===== src/design/m3au_pkg.sv =====
`timescale 1ns / 1ps
`default_nettype none
// ----------------------------------------------------------------------------
// Matrix 3x3 arithmetic unit package
// Shared types, command codes and the saturation helper.
// ----------------------------------------------------------------------------
package m3au_pkg;

	localparam int ELEMS              = 9;
	localparam int DIM                = 3;
	localparam int FRACTION_BITS_DEF  = 16;

	typedef enum logic [3:0] {
		CMD_LOAD_A = 4'd0,
		CMD_LOAD_B = 4'd1,
		CMD_LOAD_V = 4'd2,
		CMD_ADD    = 4'd3,
		CMD_SUB    = 4'd4,
		CMD_SCALE  = 4'd5,
		CMD_MUL    = 4'd6,
		CMD_DET    = 4'd7,
		CMD_MATVEC = 4'd8,
		CMD_EQUAL  = 4'd9
	} cmd_e;

	// Micro-operation carried down the datapath pipeline.
	typedef enum logic [3:0] {
		UOP_ADD   = 4'd0,
		UOP_SUB   = 4'd1,
		UOP_SCALE = 4'd2,
		UOP_MUL   = 4'd3,
		UOP_MV    = 4'd4,
		UOP_DX    = 4'd5,
		UOP_DF    = 4'd6,
		UOP_DS    = 4'd7,
		UOP_EQ    = 4'd8
	} uop_e;

	typedef struct packed {
		logic       [3:0]  command;
		logic       [3:0]  index;
		logic signed [31:0] value;
	} req_t;

	typedef struct packed {
		logic signed [31:0] result;
		logic       [3:0]  position;
		logic              last;
		logic              equal;
	} rsp_t;

	typedef struct packed {
		logic       valid;
		uop_e       uop;
		logic       first;
		logic       emit;
		logic       last;
		logic       neg;
		logic [3:0] pos;
	} uop_ctrl_t;

	function automatic logic signed [31:0] sat32(input logic signed [65:0] x);
		logic signed [65:0] hi;
		logic signed [65:0] lo;
		hi = 66'sh0_7FFF_FFFF;
		lo = -66'sh0_8000_0000;
		if (x > hi) begin
			sat32 = 32'sh7FFF_FFFF;
		end else if (x < lo) begin
			sat32 = 32'sh8000_0000;
		end else begin
			sat32 = x[31:0];
		end
	endfunction

endpackage
`default_nettype wire


===== src/design/matrix3x3_arithmetic_unit.sv =====
`timescale 1ns / 1ps
`default_nettype none
// ----------------------------------------------------------------------------
// Matrix 3x3 arithmetic unit
// Holds matrices A, B and a 3-vector in signed fixed point and computes
// sums, scaling, products, determinant, matrix-vector product and equality.
// ----------------------------------------------------------------------------
// Usage: commands arrive as beats on the req channel (req_valid/req_stall).
// Loads write one element and return nothing. Each other command runs a
// sequencer over the element stores: add, subtract, scale and equality
// step over the nine elements, the matrix product and the matrix-vector
// product run an inner loop for each result, and the determinant runs six
// terms of four steps, one of them a bubble that waits for the saturated
// first product. The single shared 32x32 multiplier and the one read port
// on each store set this stepping. Each result beat passes the store read
// register, the product and sum register and the output register after
// the sequencer step that completes it. The block takes the next command
// once the pipeline has drained, even while the last result still waits
// on the rsp channel. Results leave through one output register. While
// rsp_stall holds a full output register, the sequencer, the store reads
// and the pipeline freeze in place and resume without loss.
// Reset clears all stores to zero through per-entry valid bits, so the
// block is ready as soon as reset is released.
// ----------------------------------------------------------------------------
module matrix3x3_arithmetic_unit #(
	parameter int FRACTION_BITS = m3au_pkg::FRACTION_BITS_DEF
) (
	input  wire logic             clk,
	input  wire logic             arst_n,
	input  wire logic             req_valid,
	output logic                  req_stall,
	input  wire m3au_pkg::req_t   req,
	output logic                  rsp_valid,
	input  wire logic             rsp_stall,
	output m3au_pkg::rsp_t        rsp
);
	import m3au_pkg::*;

	logic               accept;
	logic               is_compute;
	logic               adv;
	logic               seq_busy;
	logic               pipe_busy;
	logic [3:0]         addr_a;
	logic [3:0]         addr_b;
	logic [1:0]         addr_v;
	uop_ctrl_t          ctrl;
	logic signed [31:0] rd_a;
	logic signed [31:0] rd_b;
	logic signed [31:0] rd_v;
	logic signed [31:0] scalar_q;
	logic               wr_a;
	logic               wr_b;
	logic               wr_v;

	// The whole pipeline holds while a finished beat waits on a stalled receiver.
	assign adv        = !(rsp_valid && rsp_stall);
	assign req_stall  = seq_busy | pipe_busy;
	assign accept     = req_valid && !req_stall;
	assign is_compute = (req.command >= CMD_ADD) && (req.command <= CMD_EQUAL);

	// Out-of-range load indexes leave the stores untouched.
	assign wr_a = accept && (req.command == CMD_LOAD_A) && (req.index < 4'(ELEMS));
	assign wr_b = accept && (req.command == CMD_LOAD_B) && (req.index < 4'(ELEMS));
	assign wr_v = accept && (req.command == CMD_LOAD_V) && (req.index < 4'(DIM));

	always_ff @(posedge clk) begin
		if (accept && req.command == CMD_SCALE) begin
			scalar_q <= req.value;
		end
	end

	m3au_mem #(.DEPTH(ELEMS)) u_mem_a (
		.clk     (clk),
		.arst_n  (arst_n),
		.wr_en   (wr_a),
		.wr_addr (req.index),
		.wr_data (req.value),
		.rd_en   (adv),
		.rd_addr (addr_a),
		.rd_data (rd_a)
	);

	m3au_mem #(.DEPTH(ELEMS)) u_mem_b (
		.clk     (clk),
		.arst_n  (arst_n),
		.wr_en   (wr_b),
		.wr_addr (req.index),
		.wr_data (req.value),
		.rd_en   (adv),
		.rd_addr (addr_b),
		.rd_data (rd_b)
	);

	m3au_mem #(.DEPTH(DIM)) u_mem_v (
		.clk     (clk),
		.arst_n  (arst_n),
		.wr_en   (wr_v),
		.wr_addr (req.index[1:0]),
		.wr_data (req.value),
		.rd_en   (adv),
		.rd_addr (addr_v),
		.rd_data (rd_v)
	);

	m3au_seq u_seq (
		.clk     (clk),
		.arst_n  (arst_n),
		.start   (accept && is_compute),
		.command (req.command),
		.adv     (adv),
		.busy    (seq_busy),
		.addr_a  (addr_a),
		.addr_b  (addr_b),
		.addr_v  (addr_v),
		.ctrl    (ctrl)
	);

	m3au_dp #(.FRACTION_BITS(FRACTION_BITS)) u_dp (
		.clk       (clk),
		.arst_n    (arst_n),
		.adv       (adv),
		.ctrl      (ctrl),
		.rd_a      (rd_a),
		.rd_b      (rd_b),
		.rd_v      (rd_v),
		.scalar    (scalar_q),
		.rsp_stall (rsp_stall),
		.rsp_valid (rsp_valid),
		.rsp       (rsp),
		.pipe_busy (pipe_busy)
	);

	// A new result beat can only come out of a command still in the pipeline.
	a_result_from_work: assert property (@(posedge clk) disable iff (!arst_n)
		$rose(rsp_valid) |-> $past(pipe_busy))
		else $error("result beat without a command in flight");

	// A load accepted while no result is pending produces no beat.
	a_load_silent: assert property (@(posedge clk) disable iff (!arst_n)
		(accept && !is_compute && !rsp_valid) |=> !rsp_valid)
		else $error("load produced a result beat");

	// A compute command holds off the next command in the cycle after it is accepted.
	a_compute_blocks: assert property (@(posedge clk) disable iff (!arst_n)
		(accept && is_compute) |=> req_stall)
		else $error("command accepted while a computation started");

endmodule
`default_nettype wire


===== src/design/m3au_mem.sv =====
`timescale 1ns / 1ps
`default_nettype none
// ----------------------------------------------------------------------------
// Element store
// Synchronous memory with one write and one registered read port. Entries
// never written since reset read as zero.
// ----------------------------------------------------------------------------
module m3au_mem #(
	parameter int DEPTH = 9,
	parameter int AW    = $clog2(DEPTH)
) (
	input  wire logic                  clk,
	input  wire logic                  arst_n,
	input  wire logic                  wr_en,
	input  wire logic [AW-1:0]         wr_addr,
	input  wire logic signed [31:0]    wr_data,
	input  wire logic                  rd_en,
	input  wire logic [AW-1:0]         rd_addr,
	output logic signed [31:0]         rd_data
);
	logic signed [31:0] mem [DEPTH];
	logic [DEPTH-1:0]   valid_q;

	always_ff @(posedge clk or negedge arst_n) begin
		if (!arst_n) begin
			valid_q <= '0;
		end else if (wr_en) begin
			valid_q[wr_addr] <= 1'b1;
		end
	end

	always_ff @(posedge clk) begin
		if (wr_en) begin
			mem[wr_addr] <= wr_data;
		end
	end

	always_ff @(posedge clk) begin
		if (rd_en) begin
			rd_data <= valid_q[rd_addr] ? mem[rd_addr] : 32'sd0;
		end
	end

endmodule
`default_nettype wire


===== src/design/m3au_seq.sv =====
`timescale 1ns / 1ps
`default_nettype none
// ----------------------------------------------------------------------------
// Command sequencer
// Steps through element and inner indexes, drives memory read addresses and
// issues one micro-operation per cycle while the pipeline advances.
// ----------------------------------------------------------------------------
module m3au_seq (
	input  wire logic                 clk,
	input  wire logic                 arst_n,
	input  wire logic                 start,
	input  wire logic [3:0]           command,
	input  wire logic                 adv,
	output logic                      busy,
	output logic [3:0]                addr_a,
	output logic [3:0]                addr_b,
	output logic [1:0]                addr_v,
	output m3au_pkg::uop_ctrl_t       ctrl
);
	import m3au_pkg::*;

	typedef enum logic [1:0] {
		S_IDLE = 2'b01,
		S_RUN  = 2'b10
	} state_t;

	state_t     state_q;
	logic [3:0] op_q;
	logic [3:0] k_q;
	logic [1:0] c_q;
	logic [3:0] kmax;
	logic [1:0] cmax;
	logic [3:0] row;
	logic [3:0] col;

	function automatic logic [3:0] times3(input logic [3:0] r);
		times3 = {r[2:0], 1'b0} + r;
	endfunction

	// Sarrus terms: first, second and third factor of each triple.
	function automatic logic [3:0] det_addr(input logic [3:0] t, input logic [1:0] f);
		logic [11:0] e;
		unique case (t)
			4'd0:    e = {4'd0, 4'd4, 4'd8};
			4'd1:    e = {4'd1, 4'd5, 4'd6};
			4'd2:    e = {4'd2, 4'd3, 4'd7};
			4'd3:    e = {4'd2, 4'd4, 4'd6};
			4'd4:    e = {4'd1, 4'd3, 4'd8};
			4'd5:    e = {4'd0, 4'd5, 4'd7};
			default: e = '0;
		endcase
		unique case (f)
			2'd0:    det_addr = e[11:8];
			2'd1:    det_addr = e[7:4];
			default: det_addr = e[3:0];
		endcase
	endfunction

	assign busy = (state_q == S_RUN);
	assign row  = (k_q >= 4'd6) ? 4'd2 : (k_q >= 4'd3) ? 4'd1 : 4'd0;
	assign col  = k_q - times3(row);

	always_comb begin
		kmax   = 4'd8;
		cmax   = 2'd0;
		ctrl   = '0;
		addr_a = k_q;
		addr_b = k_q;
		addr_v = c_q;
		ctrl.valid = (state_q == S_RUN);
		ctrl.pos   = k_q;
		ctrl.last  = (k_q == kmax);
		unique case (op_q)
			CMD_ADD: begin
				ctrl.uop   = UOP_ADD;
				ctrl.first = 1'b1;
				ctrl.emit  = 1'b1;
			end
			CMD_SUB: begin
				ctrl.uop   = UOP_SUB;
				ctrl.first = 1'b1;
				ctrl.emit  = 1'b1;
			end
			CMD_SCALE: begin
				ctrl.uop   = UOP_SCALE;
				ctrl.first = 1'b1;
				ctrl.emit  = 1'b1;
			end
			CMD_EQUAL: begin
				ctrl.uop   = UOP_EQ;
				ctrl.first = (k_q == 4'd0);
				ctrl.emit  = (k_q == 4'd8);
				ctrl.pos   = 4'd0;
			end
			CMD_MUL: begin
				cmax       = 2'd2;
				ctrl.uop   = UOP_MUL;
				ctrl.first = (c_q == 2'd0);
				ctrl.emit  = (c_q == 2'd2);
				addr_a     = times3(row) + {2'd0, c_q};
				addr_b     = times3({2'd0, c_q}) + col;
			end
			CMD_MATVEC: begin
				kmax       = 4'd2;
				cmax       = 2'd2;
				ctrl.uop   = UOP_MV;
				ctrl.first = (c_q == 2'd0);
				ctrl.emit  = (c_q == 2'd2);
				ctrl.last  = (k_q == 4'd2);
				addr_a     = times3(k_q) + {2'd0, c_q};
			end
			CMD_DET: begin
				// Phases: load x, multiply x*y, bubble, multiply by z.
				kmax       = 4'd5;
				cmax       = 2'd3;
				ctrl.pos   = 4'd0;
				ctrl.last  = 1'b1;
				ctrl.first = (k_q == 4'd0);
				ctrl.emit  = (k_q == 4'd5) && (c_q == 2'd3);
				ctrl.neg   = (k_q >= 4'd3);
				unique case (c_q)
					2'd0: begin
						ctrl.uop = UOP_DX;
						addr_a   = det_addr(k_q, 2'd0);
					end
					2'd1: begin
						ctrl.uop = UOP_DF;
						addr_a   = det_addr(k_q, 2'd1);
					end
					2'd2: begin
						ctrl.uop   = UOP_DX;
						ctrl.valid = 1'b0;
					end
					default: begin
						ctrl.uop = UOP_DS;
						addr_a   = det_addr(k_q, 2'd2);
					end
				endcase
			end
			default: begin
				ctrl.valid = 1'b0;
			end
		endcase
	end

	always_ff @(posedge clk or negedge arst_n) begin
		if (!arst_n) begin
			state_q <= S_IDLE;
			op_q    <= '0;
			k_q     <= '0;
			c_q     <= '0;
		end else begin
			unique case (state_q)
				S_IDLE: begin
					if (start) begin
						state_q <= S_RUN;
						op_q    <= command;
						k_q     <= '0;
						c_q     <= '0;
					end
				end
				S_RUN: begin
					if (adv) begin
						if (c_q == cmax) begin
							c_q <= '0;
							if (k_q == kmax) begin
								state_q <= S_IDLE;
							end else begin
								k_q <= k_q + 4'd1;
							end
						end else begin
							c_q <= c_q + 2'd1;
						end
					end
				end
				default: state_q <= S_IDLE;
			endcase
		end
	end

endmodule
`default_nettype wire


===== src/design/m3au_dp.sv =====
`timescale 1ns / 1ps
`default_nettype none
// ----------------------------------------------------------------------------
// Arithmetic datapath
// Operand select and multiply, add or compare, then shift, accumulate and
// saturate into the result register.
// ----------------------------------------------------------------------------
module m3au_dp #(
	parameter int FRACTION_BITS = m3au_pkg::FRACTION_BITS_DEF
) (
	input  wire logic                 clk,
	input  wire logic                 arst_n,
	input  wire logic                 adv,
	input  wire m3au_pkg::uop_ctrl_t  ctrl,
	input  wire logic signed [31:0]   rd_a,
	input  wire logic signed [31:0]   rd_b,
	input  wire logic signed [31:0]   rd_v,
	input  wire logic signed [31:0]   scalar,
	input  wire logic                 rsp_stall,
	output logic                      rsp_valid,
	output m3au_pkg::rsp_t            rsp,
	output logic                      pipe_busy
);
	import m3au_pkg::*;

	uop_ctrl_t          ctrl_s1;
	uop_ctrl_t          ctrl_s2;
	logic signed [31:0] x_q;
	logic signed [31:0] p_q;
	logic signed [65:0] acc_q;
	logic               eq_q;
	logic signed [63:0] prod_s2;
	logic signed [32:0] sum_s2;
	logic               same_s2;
	logic signed [31:0] opl;
	logic signed [31:0] opr;
	logic signed [63:0] term;
	logic signed [63:0] addend;
	logic signed [65:0] acc_next;
	logic               eq_next;
	logic signed [31:0] value;
	logic               rsp_valid_q;
	rsp_t               rsp_q;

	assign pipe_busy = ctrl_s1.valid | ctrl_s2.valid;
	assign rsp_valid = rsp_valid_q;
	assign rsp       = rsp_q;

	always_comb begin
		opl = rd_a;
		opr = rd_b;
		unique case (ctrl_s1.uop)
			UOP_SCALE: begin
				opl = scalar;
				opr = rd_a;
			end
			UOP_MV: begin
				opl = rd_v;
				opr = rd_a;
			end
			UOP_DF: begin
				opl = x_q;
				opr = rd_a;
			end
			UOP_DS: begin
				opl = p_q;
				opr = rd_a;
			end
			default: begin
				opl = rd_a;
				opr = rd_b;
			end
		endcase
	end

	always_ff @(posedge clk or negedge arst_n) begin
		if (!arst_n) begin
			ctrl_s1 <= '0;
			ctrl_s2 <= '0;
		end else if (adv) begin
			ctrl_s1 <= ctrl;
			ctrl_s2 <= ctrl_s1;
		end
	end

	always_ff @(posedge clk) begin
		if (adv) begin
			prod_s2 <= opl * opr;
			if (ctrl_s1.uop == UOP_SUB) begin
				sum_s2 <= {rd_a[31], rd_a} - {rd_b[31], rd_b};
			end else begin
				sum_s2 <= {rd_a[31], rd_a} + {rd_b[31], rd_b};
			end
			same_s2 <= (rd_a == rd_b);
			if (ctrl_s1.valid && ctrl_s1.uop == UOP_DX) begin
				x_q <= rd_a;
			end
		end
	end

	// Products are truncated toward minus infinity; a determinant term is
	// saturated before it joins the sum.
	always_comb begin
		term = prod_s2 >>> FRACTION_BITS;
		if (ctrl_s2.uop == UOP_DS) begin
			addend = 64'(sat32({{2{term[63]}}, term}));
			if (ctrl_s2.neg) begin
				addend = -addend;
			end
		end else begin
			addend = term;
		end
		acc_next = (ctrl_s2.first ? 66'sd0 : acc_q) + {{2{addend[63]}}, addend};
		eq_next  = (ctrl_s2.first | eq_q) & same_s2;
		unique case (ctrl_s2.uop)
			UOP_ADD, UOP_SUB: value = sat32({{33{sum_s2[32]}}, sum_s2});
			UOP_SCALE:        value = sat32({{2{term[63]}}, term});
			UOP_EQ:           value = 32'sd0;
			default:          value = sat32(acc_next);
		endcase
	end

	always_ff @(posedge clk) begin
		if (adv && ctrl_s2.valid) begin
			if (ctrl_s2.uop == UOP_MUL || ctrl_s2.uop == UOP_MV || ctrl_s2.uop == UOP_DS) begin
				acc_q <= acc_next;
			end
			if (ctrl_s2.uop == UOP_EQ) begin
				eq_q <= eq_next;
			end
			if (ctrl_s2.uop == UOP_DF) begin
				p_q <= sat32({{2{term[63]}}, term});
			end
			if (ctrl_s2.emit) begin
				rsp_q.result   <= value;
				rsp_q.position <= ctrl_s2.pos;
				rsp_q.last     <= ctrl_s2.last;
				rsp_q.equal    <= (ctrl_s2.uop == UOP_EQ) ? eq_next : 1'b0;
			end
		end
	end

	always_ff @(posedge clk or negedge arst_n) begin
		if (!arst_n) begin
			rsp_valid_q <= 1'b0;
		end else if (adv && ctrl_s2.valid && ctrl_s2.emit) begin
			rsp_valid_q <= 1'b1;
		end else if (!rsp_stall) begin
			rsp_valid_q <= 1'b0;
		end
	end

endmodule
`default_nettype wire

===== config.mk =====
export PLATFORM = sky130hd
export DESIGN_NAME = matrix3x3_arithmetic_unit
export DESIGN_NICKNAME = d
export VERILOG_FILES = /design/src/design/m3au_pkg.sv /design/src/design/matrix3x3_arithmetic_unit.sv /design/src/design/m3au_mem.sv /design/src/design/m3au_seq.sv /design/src/design/m3au_dp.sv
export SDC_FILE = /design/constraint.sdc
export NUM_CORES = 2
export LEC_CHECK = 0
export CORE_MARGIN = 5
export CORE_UTILIZATION = 35
export DETAILED_ROUTE_END_ITERATION = 6
export DONT_BUFFER_PORTS = 1
export GPL_ROUTABILITY_DRIVEN = 0
export PLACE_DENSITY = 0.55
export SLEW_MARGIN = 10
export SYNTH_ARGS = -nofsm -noshare
export SYNTH_HDL_FRONTEND = slang
export SYNTH_SLANG_ARGS = --single-unit

===== constraint.sdc =====
create_clock -name clk -period 26.4 [get_ports clk]
set_input_delay 1.32 -clock clk [delete_from_list [all_inputs] [get_ports clk]]
set_output_delay 1.32 -clock clk [all_outputs]
set_load 0.01 [all_outputs]

Yosys cells after proc, flatten, opt, wreduce, memory -nomap -nowiden
Memory sizes are Yosys's and may differ from the RTL's. A register that Yosys moved wholly into a read port is not among the register bits.
Index checks and enable logic that the tools add are counted.
{"block": "totals", "elab_cells": 229, "reg_bits": 359, "output_inout_bits": 40, "input_bits": 44, "n_memories": 3, "mem_bits_rw": 672}
{"block": "classes", "addsub": 13, "n_bitwise": 8, "multipliers": 1, "magnitude_cmp": 19, "mux": 61, "eq_ne": 43, "reduce_logical": 47}
{"name": "u_mem_a.mem", "words": 9, "word_bits": 32, "read_ports": 1, "rd_ports_with_merged_regs": 1, "write_ports": 1, "line_no": "m3au_mem.sv:21", "text": "logic signed [31:0] mem [DEPTH];"}
{"name": "u_mem_b.mem", "words": 9, "word_bits": 32, "read_ports": 1, "rd_ports_with_merged_regs": 1, "write_ports": 1, "line_no": "m3au_mem.sv:21"}
{"name": "u_mem_v.mem", "words": 3, "word_bits": 32, "read_ports": 1, "rd_ports_with_merged_regs": 1, "write_ports": 1, "line_no": "m3au_mem.sv:21"}
{"op": "$mux 32", "n": 8}
{"op": "$mux 64", "n": 2}
{"op": "$pmux 32 s4", "n": 1}
{"op": "$pmux 32 s3", "n": 1}
{"op": "$add 66x66->66", "n": 1}
{"op": "$gt 66x32->1 const B", "n": 1}
{"op": "$lt 66x32->1 const B", "n": 1}
{"op": "$mux 66", "n": 1}
{"op": "$mul 32x32->64", "n": 1}
{"op": "$neg 32->64", "n": 1}
{"op": "$pmux 10 s6", "n": 1}
{"op": "$eq 4x3->1 const B", "n": 14}
{"op": "$gt 48x32->1 const B", "n": 1}
{"op": "$lt 48x32->1 const B", "n": 1}
{"op": "$pmux 6 s7", "n": 1}
{"op": "$add 32x32->33", "n": 1}
{"op": "$gt 33x32->1 const B", "n": 1}
{"op": "$lt 33x32->1 const B", "n": 1}
{"op": "$mux 33", "n": 1}
{"op": "$sub 32x32->33", "n": 1}
{"op": "$eq 32x32->1", "n": 1}
{"op": "$eq 4x2->1 const B", "n": 7}
{"op": "$mux 4", "n": 7}
{"op": "$pmux 4 s3", "n": 2}
{"op": "other kinds (50)", "n": 134}

Logic depth before layout (Yosys ltp)
{"block": "depth", "word_depth": 12, "ltp_mapped": 39, "depth_no_buf": 35}

Cells and area by module
From an unflattened synthesis, not the netlist that was laid out.
{"block": "unflattened", "cells_unflattened": 7777, "area_unflattened_um2": 87860.5}
{"mod": "m3au_dp", "instances": 1, "seq_area_each_um2": 8212.9, "area_per_inst_um2": 55423.2, "cells_per_inst": 6172}
{"mod": "m3au_mem at u_mem_a ...", "instances": 2, "seq_area_each_um2": 9834.4, "area_per_inst_um2": 12311.8, "cells_per_inst": 553}
{"mod": "m3au_mem at u_mem_v", "instances": 1, "seq_area_each_um2": 3918.8, "area_per_inst_um2": 5036.1, "cells_per_inst": 247}
{"mod": "m3au_seq", "instances": 1, "seq_area_each_um2": 301.5, "area_per_inst_um2": 1687.9, "cells_per_inst": 206}
{"mod": "matrix3x3_arithmetic_unit", "instances": 1, "seq_area_each_um2": 960.9, "area_per_inst_um2": 1089.8, "cells_per_inst": 46}

Worst setup path before layout
OpenSTA, ideal clock, no wires.
{"block": "synth_timing", "path_kind": "register to register", "startpoint": "reg u_dp.ctrl_s1[10] (netlist bit)", "endpoint": "reg u_dp.prod_s2[46], data pin", "stages_incl_launch_ff": 34, "setup_ns": 0.278, "t_arrival_ns": 8.994, "path_buffers": 4, "t_required_ns": 26.122, "synth_period_minus_slack_ns": 9.272, "slack_ns": 17.128, "cell_sequence": "dfrtp_1 clkbuf_1 nor2b_1 nor3b_1 clkbuf_1 clkbuf_1 a22oi_1 nand3_1 clkbuf_1 nand2_1 fa_1 inv_1 fa_1 fa_1 inv_1 fa_1 fa_1 fa_1 inv_1 fa_1 inv_1 fa_1 inv_1 ha_1 a21o_1 a21oi_1 and2_1 or4b_2 a21oi_1 o21a_1 o21ai_0 and2_1 o21ai_0 o311ai_0"}
{"block": "synth_via", "elab_chain_cells": 4, "word_cells_on_any_way": 8, "cone_classes": "mul (1); eq/ne (4); mux (2); reduce/logical (1)"}
{"element": "from (decl)", "line_no": "m3au_dp.sv:26", "text": "uop_ctrl_t ctrl_s1;"}
{"element": "from (signal assigned)", "line_no": "m3au_dp.sv:81", "text": "ctrl_s1 <= ctrl;"}
{"element": "$eq 4x2->1 / $eq 4x3->1 (equally long branches)", "line_no": "m3au_dp.sv:52", "text": "unique case (ctrl_s1.uop)"}
{"element": "$reduce_or 4->1 (no line)"}
{"element": "$mux 32", "line_no": "m3au_dp.sv:52"}
{"element": "$mul 32x32->64 (*)", "line_no": "m3au_dp.sv:88", "text": "prod_s2 <= opl * opr;"}
{"element": "to (signal assigned)", "line_no": "m3au_dp.sv:88"}
{"element": "to (decl)", "line_no": "m3au_dp.sv:32", "text": "logic signed [63:0] prod_s2;"}
Every way passes the cells marked *; elsewhere a longest branch is shown, timed or not.
A chain may end at the register's enable or synchronous reset.

Worst setup path after layout
{"block": "layout_timing", "startpoint": "reg u_dp.ctrl_s1[9] (netlist bit)", "endpoint": "reg u_dp.prod_s2[43], data pin"}
The elaborated chain is that of the path after synthesis.

==> impl_metrics.yaml <==
layout:
  final_nets: 10017
  n_fill_cell: 24939
  final_layout_size_suffix_gt1_frac: 0.0603
  syn_to_final_growth_pct: 8.74
  layout.cells.non_filler: 12013
cts:
  post-cts-setup-buffers: 0
  cts_sinks: 1111
  insertion_delay_ns: 0.78
  htreeDepth: 3
  clockBufferDepth: 3
  hold_buffers: 0
  cts_tree: "done"
  cts_root_buf: "clkbuf_16"
  path_clk_slew_ns: 0.07
  numCtsBuffers: 113
  cts_resized: 0
detailed_routing:
  drt-total-wl_mm: 271
  via_count: 63446
  drtAntennaViolNets: 0
  routedWlPerCell_um: 22.6
  avgViaCountPerCell: 5.28
  drt_iter0_markers: 5726
  drc: 0
  drt-pass1-iter-count: 7
floorplan:
  start_util: 0.351
  die_height_um: 514
  boundaryPins: 84
  core_um2: 254000
  die_x_um: 514
  row_count: 185
  fp.dieArea_um2: 265000
yosys:
  synthesis.nets: 10217
  ys_seq_elements: 1111
  synth.distinct_cells: 115
  synth_area_per_cell_um2: 10.2
  synth_edf_count: 1051
  postSynth.asyncResetShare: 0.0540
  yosys_warnings: 0
  synth_flop_cell: "edfxtp_1"
  seq_area_frac_synth: 0.371
  netlist_area_um2: 89100
  synthCells: 8745
timing:
  fin_tns_setup_ns: 0
  setup_viol_count_final: 0
  relSlewSlack: 0.221
  max_freq_ghz: 0.0897
  fin_crit_sh: 0.422
  rsz0062_at_grt: "false"
  worst_pin_slew_ns: 1.17
  min_period_ns: 11.15
  slew_viol_final: 0
  fin_ws_ns: 15.25
  finClkSkew_ns: 0.0596
  hold_viol_final: 0
critical_path:
  worstRegToRegCells: 32
  cp_top_family: "adder cells"
  worst-path-stages: 32
  path_buf_inv: 9
  cp-end-kind: "flip-flop"
  path_class: "reg -> reg"
  critPathRequiredTime_ns: 26.91
  worstSetupStartpointType: "flip-flop"
  cp.arrival_ns: 11.66
  r2r_slack_ns: 15.25
  cp_slowest_stage_delay_ns: 0.73
  cpMaxStageDelayCell: "dfrtp_1"
  path_max_fanout: 59
  crit_path_frequent_cell: "fa_1"
global_routing:
  grt_pass1_vias: 64764
  overflow: 0
  grt_start_max_net_pins: 133
  antenna_found_initial: 4
  grt_use_total: 0.203
  grt_pass1_wl_mm: 412
place:
  place_ws_ns: 15.44
  port_buffers: 0
  dpl.hpwl_mm: 198
  placed_cells: 11796
run_status:
  status: "complete, no violations"
power_and_ir_drop:
  p_leak_nw: 39.6
  p_per_area_nw_per_um2: 76.8
  power_mw: 7.44
  ir_drop_mv: 0.0645
flow_run:
  drv_cap: 0
worst_hold_path:
  min_path_type: "in -> async"
-- layer usage --
metal	wire length, um	vias to the layer above	GRT usage
li1	-	28182	-
met3	20500	419	0.0377
met4	9760	2	0.0663
met5	16	-	0
met1	115000	32413	0.276
met2	126000	2430	0.328
-- stage by stage --
| step | instance area, um2 | util | hold WS, ns |
|---|---|---|---|
| after CTS | 96800 | 0.382 | 0.174 |
| after detailed placement | 93100 | 0.367 | 0.432 |
| after global placement | 93100 | 0.367 | 0.434 |
| after global routing | 96800 | 0.382 | 0.178 |
| final | 96800 | 0.382 | 0.236 |
| after floorplan | 89100 | - | 0.425 |
-- flip-flops by register name (all words and copies together), names as in the netlist, 33 cells and up --
register / count
u_dp.rsp: 38
u_mem_b.mem: 288
u_mem_v.mem: 96
u_dp.sum_s2: 33
u_mem_a.mem: 288
u_dp.acc_q: 66
u_dp.prod_s2: 48
-- layout by cell type (no fill, tap or decap), drive strengths merged, types with 88 or more instances in the layout --
master	Yosys	layout
nand3	227	227
nand2	1590	1590
buf	55	149
o21ai	252	252
a31oi	88	88
a21oi	328	328
xnor2	128	128
inv	1334	1340
ha	337	337
nor2b	95	95
clkbuf	407	135
nor2	588	588
a211oi	91	91
edfxtp	1051	1051
and3	121	121
fa	1091	1091
-- report_power, final --
part	internal (mW)	total [mW]	switching, mW
Sequential	2.09	2.21	0.120
Clock	0.890	1.62	0.734
Combinational	1.12	3.61	2.49
-- cells by family (layout without fill, tap and decap cells) --
logic type	count (synthesis)	count (layout)	synth area share
AND/OR/NAND/NOR	2967	2967	0.145
buffers and inverters	1798	1699	0.0771
adder cells (fa/ha/maj)	1429	1429	0.293
AO/OA/AOI/OAI	1203	1203	0.0892
flip-flops	1111	1111	0.371
XOR/XNOR	170	170	0.0169
multiplexers	67	67	0.00791
other	0	1	0
-- synthesized netlist by cell type, types with 119 or more instances --
| library cell | instances | area [um2] |
|---|---|---|
| nand2_1 | 1589 | 5960 |
| inv_1 | 1333 | 5000 |
| fa_1 | 1091 | 21800 |
| edfxtp_1 | 1051 | 31600 |
| nor2_1 | 588 | 2210 |
| clkbuf_1 | 399 | 1500 |
| ha_1 | 337 | 4220 |
| a21oi_1 | 295 | 1480 |
| nand3_1 | 227 | 1140 |
| o21ai_0 | 224 | 1120 |
| xnor2_1 | 127 | 1110 |
| and3_1 | 119 | 744 |
-- area by class of cell --
cell class	count	area, um2	share of cell area
clock buffer	135	2930	0.0303
tap	3366	4210	0.0435
timing repair buffer	149	1130	0.0117
inverter	1334	5010	0.0518
clock inverter	81	792	0.00818
sequential	1111	33100	0.341
antenna	1	2.50	0.0000258
multi-input combinational	5836	49700	0.513
-- worst paths after layout --
path                                       from          endpoint
max in group asynchronous                arst_n  u_seq.state_q[0]
worst max-delay path            u_dp.ctrl_s1[9]  u_dp.prod_s2[43]
worst min-delay path                     arst_n   u_seq.addr_v[0]
worst min register to register  u_dp.ctrl_s2[0]       u_dp.rsp[2]
min in group clk                u_dp.ctrl_s2[0]       u_dp.rsp[2]
worst max register to register  u_dp.ctrl_s1[9]  u_dp.prod_s2[43]
Power figures use the tool's default switching activity.
